--- src/hw/rtl/mshe_pkg.sv ---
// Package for the multi-mode string hash engine: algorithm codes, configuration
// register indexes, hash constants, shared types and shift helpers.
// Depends on nothing; mshe_mix, mshe_fin and the top level use it.
`default_nettype none

package mshe_pkg;

  typedef enum logic [2:0] {
    MODE_OAT = 3'd0,
    MODE_FNV = 3'd1,
    MODE_RS  = 3'd2,
    MODE_JS  = 3'd3,
    MODE_ELF = 3'd4,
    MODE_AP  = 3'd5
  } mode_e;

  localparam int unsigned CfgIdxW = 2;
  localparam int unsigned CfgDataW = 3;
  localparam logic [CfgIdxW-1:0] CFG_HASH_MODE = 2'd0;
  localparam logic [CfgIdxW-1:0] CFG_SIGNED_BYTES = 2'd1;

  localparam logic [31:0] MASK_OAT  = 32'h8765_fed1;
  localparam logic [31:0] FNV_PRIME = 32'd16777619;
  localparam logic [31:0] FNV_SEED  = 32'd2166136261;
  localparam logic [31:0] RS_B      = 32'd378551;
  localparam logic [31:0] RS_A0     = 32'd63689;
  localparam logic [31:0] JS_SEED   = 32'd1315423911;
  localparam logic [31:0] ELF_TOP   = 32'hF000_0000;
  localparam logic [31:0] LOW31     = 32'h7FFF_FFFF;

  typedef struct packed {
    logic [31:0] hash;
    logic [31:0] rs_mul;
    logic        odd;
  } mix_state_t;

  function automatic logic [31:0] asr(input logic [31:0] x, input int unsigned n);
    logic signed [31:0] s;
    s = $signed(x);
    return 32'(s >>> n);
  endfunction

  function automatic logic [31:0] seed_of(input logic [2:0] mode);
    logic [31:0] r;
    r = 32'd0;
    if (mode == MODE_FNV) r = FNV_SEED;
    if (mode == MODE_JS) r = JS_SEED;
    return r;
  endfunction

endpackage

`default_nettype wire

--- src/hw/rtl/mshe_if.sv ---
// Valid/ready stream interfaces for the hash engine: key bytes in, hash words out.
// Depends on nothing.
`default_nettype none

interface mshe_in_if;
  logic       valid;
  logic       ready;
  logic [7:0] key_byte;
  logic       last_byte;

  modport source (output valid, output key_byte, output last_byte, input ready);
  modport sink (input valid, input key_byte, input last_byte, output ready);
endinterface

interface mshe_out_if;
  logic        valid;
  logic        ready;
  logic [31:0] hash_value;

  modport source (output valid, output hash_value, input ready);
  modport sink (input valid, input hash_value, output ready);
endinterface

`default_nettype wire

--- src/hw/rtl/mshe_mix.sv ---
// One mixing step of the selected hash algorithm applied to one key byte.
// Depends on mshe_pkg.
`default_nettype none

module mshe_mix (
  input  wire logic [2:0]           mode_i,
  input  wire logic                 key_start_i,
  input  wire logic [31:0]          char_i,
  input  wire mshe_pkg::mix_state_t state_i,
  output mshe_pkg::mix_state_t      state_o
);

  logic [31:0] h0;
  logic [31:0] rs0;
  logic        odd0;
  logic [31:0] mul_a;
  logic [31:0] mul_b;
  logic [31:0] mul_p;
  logic [31:0] rs_next;
  logic [31:0] t1;
  logic [31:0] t2;
  logic [31:0] elf_top;

  always_comb begin
    if (key_start_i) begin
      h0   = mshe_pkg::seed_of(mode_i);
      rs0  = mshe_pkg::RS_A0;
      odd0 = 1'b0;
    end else begin
      h0   = state_i.hash;
      rs0  = state_i.rs_mul;
      odd0 = state_i.odd;
    end
  end

  // The FNV and RS steps share one multiplier.
  assign mul_a   = (mode_i == mshe_pkg::MODE_FNV) ? (h0 ^ char_i) : h0;
  assign mul_b   = (mode_i == mshe_pkg::MODE_FNV) ? mshe_pkg::FNV_PRIME : rs0;
  assign mul_p   = mul_a * mul_b;
  assign rs_next = rs0 * mshe_pkg::RS_B;

  always_comb begin
    state_o.hash   = h0;
    state_o.rs_mul = rs0;
    state_o.odd    = odd0;
    t1             = '0;
    t2             = '0;
    elf_top        = '0;
    case (mode_i)
      mshe_pkg::MODE_OAT: begin
        t1 = h0 + char_i;
        t2 = t1 + (t1 << 10);
        state_o.hash = t2 ^ mshe_pkg::asr(t2, 6);
      end
      mshe_pkg::MODE_FNV: begin
        state_o.hash = mul_p;
      end
      mshe_pkg::MODE_RS: begin
        state_o.hash   = mul_p + char_i;
        state_o.rs_mul = rs_next;
      end
      mshe_pkg::MODE_JS: begin
        state_o.hash = h0 ^ ((h0 << 5) + char_i + mshe_pkg::asr(h0, 2));
      end
      mshe_pkg::MODE_ELF: begin
        t1 = (h0 << 4) + char_i;
        elf_top = t1 & mshe_pkg::ELF_TOP;
        state_o.hash = (t1 ^ mshe_pkg::asr(elf_top, 24)) & ~elf_top;
      end
      mshe_pkg::MODE_AP: begin
        if (!odd0) begin
          state_o.hash = h0 ^ ((h0 << 7) ^ char_i ^ mshe_pkg::asr(h0, 3));
        end else begin
          state_o.hash = h0 ^ ~((h0 << 11) ^ char_i ^ mshe_pkg::asr(h0, 5));
        end
        state_o.odd = ~odd0;
      end
      default: begin
        state_o.hash = h0;
      end
    endcase
  end

endmodule

`default_nettype wire

--- src/hw/rtl/mshe_fin.sv ---
// Finalisation of a running hash into the delivered hash word.
// Depends on mshe_pkg.
`default_nettype none

module mshe_fin (
  input  wire logic [2:0]  mode_i,
  input  wire logic [31:0] hash_i,
  output logic [31:0]      hash_o
);

  logic [31:0] a;
  logic [31:0] b;
  logic [31:0] c;
  logic [31:0] d;

  always_comb begin
    a = '0;
    b = '0;
    c = '0;
    d = '0;
    case (mode_i)
      mshe_pkg::MODE_OAT: begin
        a = hash_i + (hash_i << 3);
        b = a ^ mshe_pkg::asr(a, 11);
        c = b + (b << 15);
        hash_o = c & mshe_pkg::MASK_OAT;
      end
      mshe_pkg::MODE_FNV: begin
        a = hash_i + (hash_i << 13);
        b = a ^ mshe_pkg::asr(a, 7);
        c = b + (b << 3);
        d = c ^ mshe_pkg::asr(c, 17);
        hash_o = d + (d << 5);
      end
      mshe_pkg::MODE_RS, mshe_pkg::MODE_JS, mshe_pkg::MODE_ELF: begin
        hash_o = hash_i & mshe_pkg::LOW31;
      end
      mshe_pkg::MODE_AP: begin
        hash_o = hash_i;
      end
      default: begin
        hash_o = '0;
      end
    endcase
  end

endmodule

`default_nettype wire

--- src/hw/rtl/multi_mode_string_hash_engine_top.sv ---
// Top level of the multi-mode string hash engine: input register, mixing step,
// finalisation stage and output register. Depends on mshe_pkg, mshe_if,
// mshe_mix and mshe_fin.
//
// Key bytes enter one per cycle unless a key's last byte waits in the input
// register for the finalisation register; other bytes are mixed into the
// running hash in the cycle after they are accepted. A key's hash goes from
// the finalisation register, finalised, to the output register. The hash loop
// through the mixing step (a 32-bit multiplier for FNV and RS) fixes the
// one-byte-per-cycle rate. Non-last bytes flow on while a hash waits at output.
// Configuration is to be written only while no key is in flight.
`default_nettype none

module multi_mode_string_hash_engine_top (
  input  wire logic                           clk_i,
  input  wire logic                           rst_ni,
  mshe_in_if.sink                             key_in,
  mshe_out_if.source                          hash_out,
  input  wire logic                           cfg_we_i,
  input  wire logic [mshe_pkg::CfgIdxW-1:0]   cfg_idx_i,
  input  wire logic [mshe_pkg::CfgDataW-1:0]  cfg_wdata_i
);

  logic [2:0]  mode_q;
  logic        signed_q;

  logic        a_vld_q;
  logic [7:0]  a_byte_q;
  logic        a_last_q;

  mshe_pkg::mix_state_t st_q;
  mshe_pkg::mix_state_t st_d;
  logic        inside_q;

  logic        b_vld_q;
  logic [31:0] b_hash_q;
  logic [2:0]  b_mode_q;

  logic        o_vld_q;
  logic [31:0] o_hash_q;
  logic [31:0] fin_hash;

  logic        o_free;
  logic        b_go;
  logic        b_free;
  logic        a_go;
  logic        a_free;
  logic        in_acc;
  logic [31:0] char_ext;

  assign o_free = !o_vld_q || hash_out.ready;
  assign b_go   = b_vld_q && o_free;
  assign b_free = !b_vld_q || b_go;
  assign a_go   = a_vld_q && (!a_last_q || b_free);
  assign a_free = !a_vld_q || a_go;
  assign in_acc = key_in.valid && a_free;

  assign key_in.ready        = a_free;
  assign hash_out.valid      = o_vld_q;
  assign hash_out.hash_value = o_hash_q;

  assign char_ext = {{24{signed_q & a_byte_q[7]}}, a_byte_q};

  mshe_mix u_mix (
    .mode_i      (mode_q),
    .key_start_i (!inside_q),
    .char_i      (char_ext),
    .state_i     (st_q),
    .state_o     (st_d)
  );

  mshe_fin u_fin (
    .mode_i (b_mode_q),
    .hash_i (b_hash_q),
    .hash_o (fin_hash)
  );

  always_ff @(posedge clk_i or negedge rst_ni) begin
    if (!rst_ni) begin
      mode_q    <= mshe_pkg::MODE_OAT;
      signed_q  <= 1'b1;
      a_vld_q   <= 1'b0;
      b_vld_q   <= 1'b0;
      o_vld_q   <= 1'b0;
      inside_q  <= 1'b0;
      st_q.hash   <= '0;
      st_q.rs_mul <= mshe_pkg::RS_A0;
      st_q.odd    <= 1'b0;
    end else begin
      if (cfg_we_i) begin
        case (cfg_idx_i)
          mshe_pkg::CFG_HASH_MODE:    mode_q   <= cfg_wdata_i[2:0];
          mshe_pkg::CFG_SIGNED_BYTES: signed_q <= cfg_wdata_i[0];
          default: ;
        endcase
      end
      if (a_free) begin
        a_vld_q <= key_in.valid;
      end
      if (a_go) begin
        st_q     <= st_d;
        inside_q <= !a_last_q;
      end
      if (b_free) begin
        b_vld_q <= a_go && a_last_q;
      end
      if (o_free) begin
        o_vld_q <= b_vld_q;
      end
    end
  end

  always_ff @(posedge clk_i) begin
    if (in_acc) begin
      a_byte_q <= key_in.key_byte;
      a_last_q <= key_in.last_byte;
    end
    if (a_go && a_last_q) begin
      b_hash_q <= st_d.hash;
      b_mode_q <= mode_q;
    end
    if (b_go) begin
      o_hash_q <= fin_hash;
    end
  end

endmodule

`default_nettype wire
--- src/flat_wrapper.sv ---
// flat-port wrapper written by rule: the top's interface ports become plain ports
module multi_mode_string_hash_engine_top_flat 
  (clk_i, rst_ni, cfg_we_i, cfg_idx_i, cfg_wdata_i, key_in_valid, key_in_key_byte, key_in_last_byte, key_in_ready, hash_out_valid, hash_out_hash_value, hash_out_ready);
  mshe_in_if key_in_i ();
  mshe_out_if hash_out_i ();
  input  wire logic clk_i;
  input  wire logic rst_ni;
  input  wire logic cfg_we_i;
  input  wire logic [mshe_pkg::CfgIdxW-1:0] cfg_idx_i;
  input  wire logic [mshe_pkg::CfgDataW-1:0] cfg_wdata_i;
  input wire logic [$bits(key_in_i.valid)-1:0] key_in_valid;
  input wire logic [$bits(key_in_i.key_byte)-1:0] key_in_key_byte;
  input wire logic [$bits(key_in_i.last_byte)-1:0] key_in_last_byte;
  output wire logic [$bits(key_in_i.ready)-1:0] key_in_ready;
  output wire logic [$bits(hash_out_i.valid)-1:0] hash_out_valid;
  output wire logic [$bits(hash_out_i.hash_value)-1:0] hash_out_hash_value;
  input wire logic [$bits(hash_out_i.ready)-1:0] hash_out_ready;
  assign key_in_i.valid = key_in_valid;
  assign key_in_i.key_byte = key_in_key_byte;
  assign key_in_i.last_byte = key_in_last_byte;
  assign key_in_ready = key_in_i.ready;
  assign hash_out_valid = hash_out_i.valid;
  assign hash_out_hash_value = hash_out_i.hash_value;
  assign hash_out_i.ready = hash_out_ready;
  multi_mode_string_hash_engine_top u_core (.clk_i(clk_i), .rst_ni(rst_ni), .key_in(key_in_i), .hash_out(hash_out_i), .cfg_we_i(cfg_we_i), .cfg_idx_i(cfg_idx_i), .cfg_wdata_i(cfg_wdata_i));
endmodule
--- config.mk ---
export PLATFORM = sky130hd
export DESIGN_NAME = multi_mode_string_hash_engine_top_flat
export DESIGN_NICKNAME = d
export VERILOG_FILES = /design/src/hw/rtl/mshe_pkg.sv /design/src/hw/rtl/mshe_if.sv /design/src/hw/rtl/mshe_mix.sv /design/src/hw/rtl/mshe_fin.sv /design/src/hw/rtl/multi_mode_string_hash_engine_top.sv /design/src/flat_wrapper.sv
export SDC_FILE = /design/constraint.sdc
export NUM_CORES = 2
export LEC_CHECK = 0
export BUFFER_PORTS_ARGS = -buffer_cell sky130_fd_sc_hd__clkbuf_2
export CAP_MARGIN = 20
export CORE_MARGIN = 4
export CORE_UTILIZATION = 40
export DETAILED_ROUTE_END_ITERATION = 12
export PLACE_DENSITY_LB_ADDON = 0.2
export SLEW_MARGIN = 20
export SYNTH_ARGS = -nofsm -noshare
export SYNTH_HDL_FRONTEND = slang
export SYNTH_SLANG_ARGS = --single-unit
--- constraint.sdc ---
create_clock -name clk_i -period 27.1 [get_ports clk_i]
set_input_delay 2.71 -clock clk_i [delete_from_list [all_inputs] [get_ports clk_i]]
set_output_delay 2.71 -clock clk_i [all_outputs]
set_load 0.005 [all_outputs]
== Word-level counts from Yosys, hierarchy flattened ==
Index checks and enable logic that the tools add are counted.
Cells by class
  add/subtract/negate cells: 11
  multiply operators: 2
  div/mod/pow operators: 0
  magnitude comparators: 0
  eq/ne operators: 11
  shift operators: 0
  multiplexer cells: 12
  bitwise operators: 18
  reductions and logical operators: 18
Operators by type and width (count)
  XOR 32 bit: 13
  adder 32 bit: 11
  2-to-1 mux 32 bit: 8
  case mux 32 bit (6 select lines): 1
  case mux 32 bit (4 select lines): 1
  NOT 32 bit: 2
  AND 32 bit: 1
  multiplier 32 x 19 -> 32 bit, second input constant: 1
  multiplier 32 x 32 -> 32 bit: 1
  equality test 3 x 2 -> 1 bit, second input constant: 4
  equality test 3 bit, second input constant: 4
  equality test 3 x 1 -> 1 bit, second input constant: 2
  logical NOT 3 bit: 2
  logical AND 1 bit: 4
  logical NOT 1 bit: 4
  logical OR 1 bit: 4
  AND reduction 2 bit: 2
  OR reduction 3 bit: 1
  equality test 2 x 1 -> 1 bit, second input constant: 1
  logical NOT 2 bit: 1
  2-to-1 mux 1 bit: 2
  AND 1 bit: 1
  NOT 1 bit: 1
Word-level totals
  register bits after elaboration: 149
  latch bits: 0
  RAM bits: 0
  bits in read-only memories: 0
  input bits: 19
  output and inout bits: 34
  logic and storage cells: 86
  memories kept: 0

== Logic depth before layout (Yosys ltp) ==
  word-level depth: 10
  depth in mapped cells: 47
  depth with buffers taken out: 44

== Cells and area by module ==
A second synthesis with hierarchy kept.
Unflattened totals
  cells, all modules: 5614
  area total of the unflattened synthesis: 47703.3 µm²
Modules (own cells, without submodules)
  mshe_mix: times used 1, cells each 4467, area each 35828.1 µm², sequential area each 0.0 µm²
  mshe_fin: times used 1, cells each 904, area each 6784.0 µm², sequential area each 0.0 µm²
  multi_mode_string_hash_engine_top: times used 1, cells each 243, area each 5091.1 µm², sequential area each 4121.5 µm²

== Worst setup path after synthesis ==
No wires, ideal clock.
  path type: register -> register
  start point: register u_core.signed_q
  end point: register u_core.st_q[62] (netlist bit)
  setup time: 0.125 ns
  data arrival time: 10.960 ns
  data required time: 26.975 ns
  slack: 16.015 ns
  cell stages (with the launch flop): 38
  path buffers: 1
  clock period less this slack: 11.085 ns
  cell sequence: dfstp_2 nand2_1 inv_2 ha_1 buf_1 nand2_1 a21boi_1 nor2_1 fa_1 fa_1 fa_1 inv_1 fa_1 inv_1 fa_1 inv_1 fa_1 inv_1 [... 2 more ...] ha_1 and3_1 nand2_1 o31ai_1 xnor2_1 ha_1 and3_1 a221o_1 a21oi_1 nor2_1 a2111oi_2 o21ai_0 o31ai_1 xor2_1 o21ai_0 o31ai_1 a22oi_1 mux2_2
RTL lines
  start, declared: line multi_mode_string_hash_engine_top.sv:25  | logic signed_q;
  start signal, assigned: line multi_mode_string_hash_engine_top.sv:93  | mshe_pkg::CFG_SIGNED_BYTES: signed_q <= cfg_wdata_i[0];
  end signal, assigned: line multi_mode_string_hash_engine_top.sv:101  | st_q <= st_d;
  end, declared: line multi_mode_string_hash_engine_top.sv:31  | mshe_pkg::mix_state_t st_q;

==> impl_metrics.py <==
metrics = {
    "die": {
        "die_w_um": 347,
        "die_area_mm2": 0.121,
        "chipHeight_um": 347,
        "initial_core_util_pct": 40.3,
        "io_pins": 53,
        "coreArea_mm2": 0.114,
        "rows": 124,
    },
    "detailed_routing": {
        "vias_per_cell": 5.77,
        "post_drt_wl_per_cell_um": 26.4,
        "drt_iter0_drc": 4068,
        "routed-wl-met3_um": 15900,
        "drc": 0,
        "dr_total_vias": 40200,
        "postRouteAntennaNets": 0,
        "dr.pass1.iters": 6,
        "drt-total-wl_um": 184000,
        "routed.top_layer": "met5",
        "wl_met1_um": 77300,
        "wl_met2_um": 80600,
    },
    "placed_design": {
        "dpl.hpwl_um": 151000,
        "port_buffers": 52,
        "globalplace.congestion": 1.03,
    },
    "global_route": {
        "grt_overflow": 0,
        "first_global_vias": 39900,
        "antenna_found_initial": 7,
        "grt_max_degree": 112,
        "grt_pass1_wl_um": 269000,
        "grtUsageTotal_pct": 30.0,
    },
    "worst_setup_path": {
        "cp.arrival_ns": 14.16,
        "critPathLaunchType": "flop",
        "crit_required_ns": 27.48,
        "cpMaxStageDelayCell": "ha_1",
        "cpMostUsedCell": "fa_1",
        "cp-end-kind": "flop",
        "max_stage_delay_ns": 0.91,
        "crit_buf_inv": 6,
        "cp_max_fo": 16,
        "cp_top_family": "compound AO/OA/AOI/OAI gates",
        "path_class": "flop to flop",
    },
    "clocking": {
        "post_cts.repair.setup_buffers": 0,
        "cts-root-buf": "clkbuf_16",
        "path_clk_slew_ns": 0.08,
        "cts_resized": 0,
        "clock-sinks": 149,
        "h-tree-depth": 4,
        "cts_max_path_buffers": 2,
        "holdBufCountCts": 0,
        "cts_buffers": 17,
        "cts_tree": "yes",
        "worstSkewPairLatency_ns": 0.51,
    },
    "synthesis": {
        "synth_flop_cell": "edfxtp_1",
        "ys_types": 99,
        "synth_top_area_share_pct": 27.9,
        "synth_enable_flop_cells": 76,
        "yosysMostFrequentCell": "inv_1",
        "avgSynthCellArea_um2": 8.44,
        "netlist_area_mm2": 0.0461,
        "ys_warn_count": 0,
        "seq_area_frac_synth_pct": 8.94,
        "syn_nets": 6625,
        "synth-async-reset-ratio_pct": 49.0,
        "ys_seq_elements": 149,
        "synthTopCellsByArea": "fa_1 (28%), ha_1 (14%), xnor2_1 (7.1%), inv_1 (6.8%), edfxtp_1 (5.0%)",
        "synthCells": 5459,
        "synth_commonest_cells": "inv_1 (831), fa_1 (642), nand2_1 (549)",
        "synth_top_area_cell": "fa_1",
    },
    "job": {
        "max_cap_violations": 0,
    },
    "sta": {
        "tightestPinTransition_ns": 1.29,
        "slew_violations": 0,
        "layout_min_cycle_time_ns": 13.78,
        "finClkSkew_ns": 0.0292,
        "fmax_ghz": 0.0725,
        "post-route-period-util_pct": 50.9,
        "setup_viol": 0,
        "maxSlewHeadroom_pct": 13.1,
        "fin_setup_tns_ns": 0,
        "hold_viol": 0,
        "grt_setup_unrepaired": "false",
    },
    "status": {
        "status": "finished, final reports clean",
    },
    "cells_and_area": {
        "fillers": 11600,
        "layout-drive-gt1-share_pct": 4.67,
        "nNetsFinal": 6609,
        "area_growth_pct": 5.94,
    },
    "min_path": {
        "hp-class": "flop to flop",
    },
}
[registers in the layout, indices dropped and copies added, names as in the netlist, 3 cells and up]
register                    cells
u_core.a_byte_q                 8
u_core.b_hash_q                32
u_core.b_mode_q                 3
u_core.hash_out.hash_value     32
u_core.mode_q                   3
u_core.st_q                    65
[worst reg2reg max path, delay by kind of cell (launching register included)]
family | cells | cell delay (ns)
AND/OR/NAND/NOR | 3 | 0.42
XOR/XNOR | 2 | 0.60
adder cells (fa/ha/maj) | 11 | 5.10
AO/OA/AOI/OAI | 17 | 5.32
buffers and inverters | 6 | 1.52
flip-flops | 1 | 0.40
multiplexers | 1 | 0.29
[layout make-up]
cell class	instances	area [um^2]	share of cell area [%]
diodes	2	5.00	0.0103
clock buffers	18	429	0.879
clock inverters	14	138	0.282
inverters	842	3160	6.47
multi-input cells	4307	38200	78.3
flip-flops and latches	149	4120	8.45
well taps	1512	1890	3.88
repair buffers	126	828	1.70
[path summary, 6_finish.rpt]
check | from | end | slack [ns] | depth (start not counted)
max | u_core.inside_q$_DFFE_PN0P_ | u_core.st_q[62]$_DFFE_PN0P_ | 13.32 | 40
min | u_core.st_q[18]$_DFFE_PN0P_ | u_core.st_q[18]$_DFFE_PN0P_ | 0.50 | 2
max reg2reg | u_core.inside_q$_DFFE_PN0P_ | u_core.st_q[62]$_DFFE_PN0P_ | 13.32 | 40
min reg2reg | u_core.st_q[18]$_DFFE_PN0P_ | u_core.st_q[18]$_DFFE_PN0P_ | 0.50 | 2
max in group asynchronous | rst_ni | u_core.inside_q$_DFFE_PN0P_ | 23.75 | 2
min in group asynchronous | rst_ni | u_core.mode_q[1]$_DFFE_PN0P_ | 2.09 | 1
[per-layer routing]
metal,vias to the layer above,global-route usage (%)
met1,19900,40.9
met2,1918,46.4
li1,18000,-
met3,393,5.77
met5,-,0
met4,4,13.3
[cells in the final DEF, fill, tap and decap left out, types with 14 or more instances in the layout]
| cell type | instances |
|---|---|
| a211oi_1 | 38 |
| a21boi_0 | 17 |
| a21o_1 | 130 |
| a21oi_1 | 317 |
| a22oi_1 | 27 |
| a31oi_1 | 41 |
| and2_1 | 31 |
| and3_1 | 28 |
| buf_4 | 73 |
| clkbuf_16 | 17 |
| clkbuf_2 | 51 |
| dfrtp_1 | 62 |
| edfxtp_1 | 76 |
| fa_1 | 642 |
| ha_1 | 505 |
| inv_1 | 831 |
| mux2_2 | 25 |
| nand2_1 | 549 |
| nand2b_1 | 40 |
| nand3_1 | 62 |
| nand4_1 | 34 |
| nor2_1 | 502 |
| nor2b_1 | 34 |
| nor3_1 | 59 |
| o211ai_1 | 28 |
| o21a_1 | 48 |
| o21ai_0 | 244 |
| o21ai_1 | 14 |
| o21bai_1 | 54 |
| o22ai_1 | 15 |
| o31ai_1 | 26 |
| or2_2 | 15 |
| or3_1 | 18 |
| xnor2_1 | 371 |
| xor2_1 | 169 |
[metrics by stage]
step / hold slack (ns) / util, % / cells / cell area [um^2] / setup WS [ns]
final: 0.495 / 42.7 / 6970 / 48800 / 13.32
after CTS: 0.495 / 42.7 / 6968 / 48800 / 13.68
after detailed placement: 0.478 / 42.2 / 6936 / 48200 / 13.72
after floorplan: 0.420 / - / 5459 / 46100 / 16.02
after global routing: 0.531 / 42.7 / 6968 / 48800 / 12.90
after global placement: 0.465 / 42.2 / 6935 / 48200 / 13.76
[cell families (layout without fill, tap and decap cells)]
group           Yosys count  after routing  synth area share (%)
simple gates           1428           1428                  13.6
fa+ha+maj              1147           1147                  41.6
compound gates         1139           1139                  15.8
buf+inv                1003           1000                  8.23
xor+xnor                556            556                  11.0
flops                   149            149                  8.94
mux                      37             37                 0.899
other cells               0              2                     0
Power is left out: the tool's default activity adds up to more than one toggle a clock period on the data nets, which glitch-free logic cannot reach.
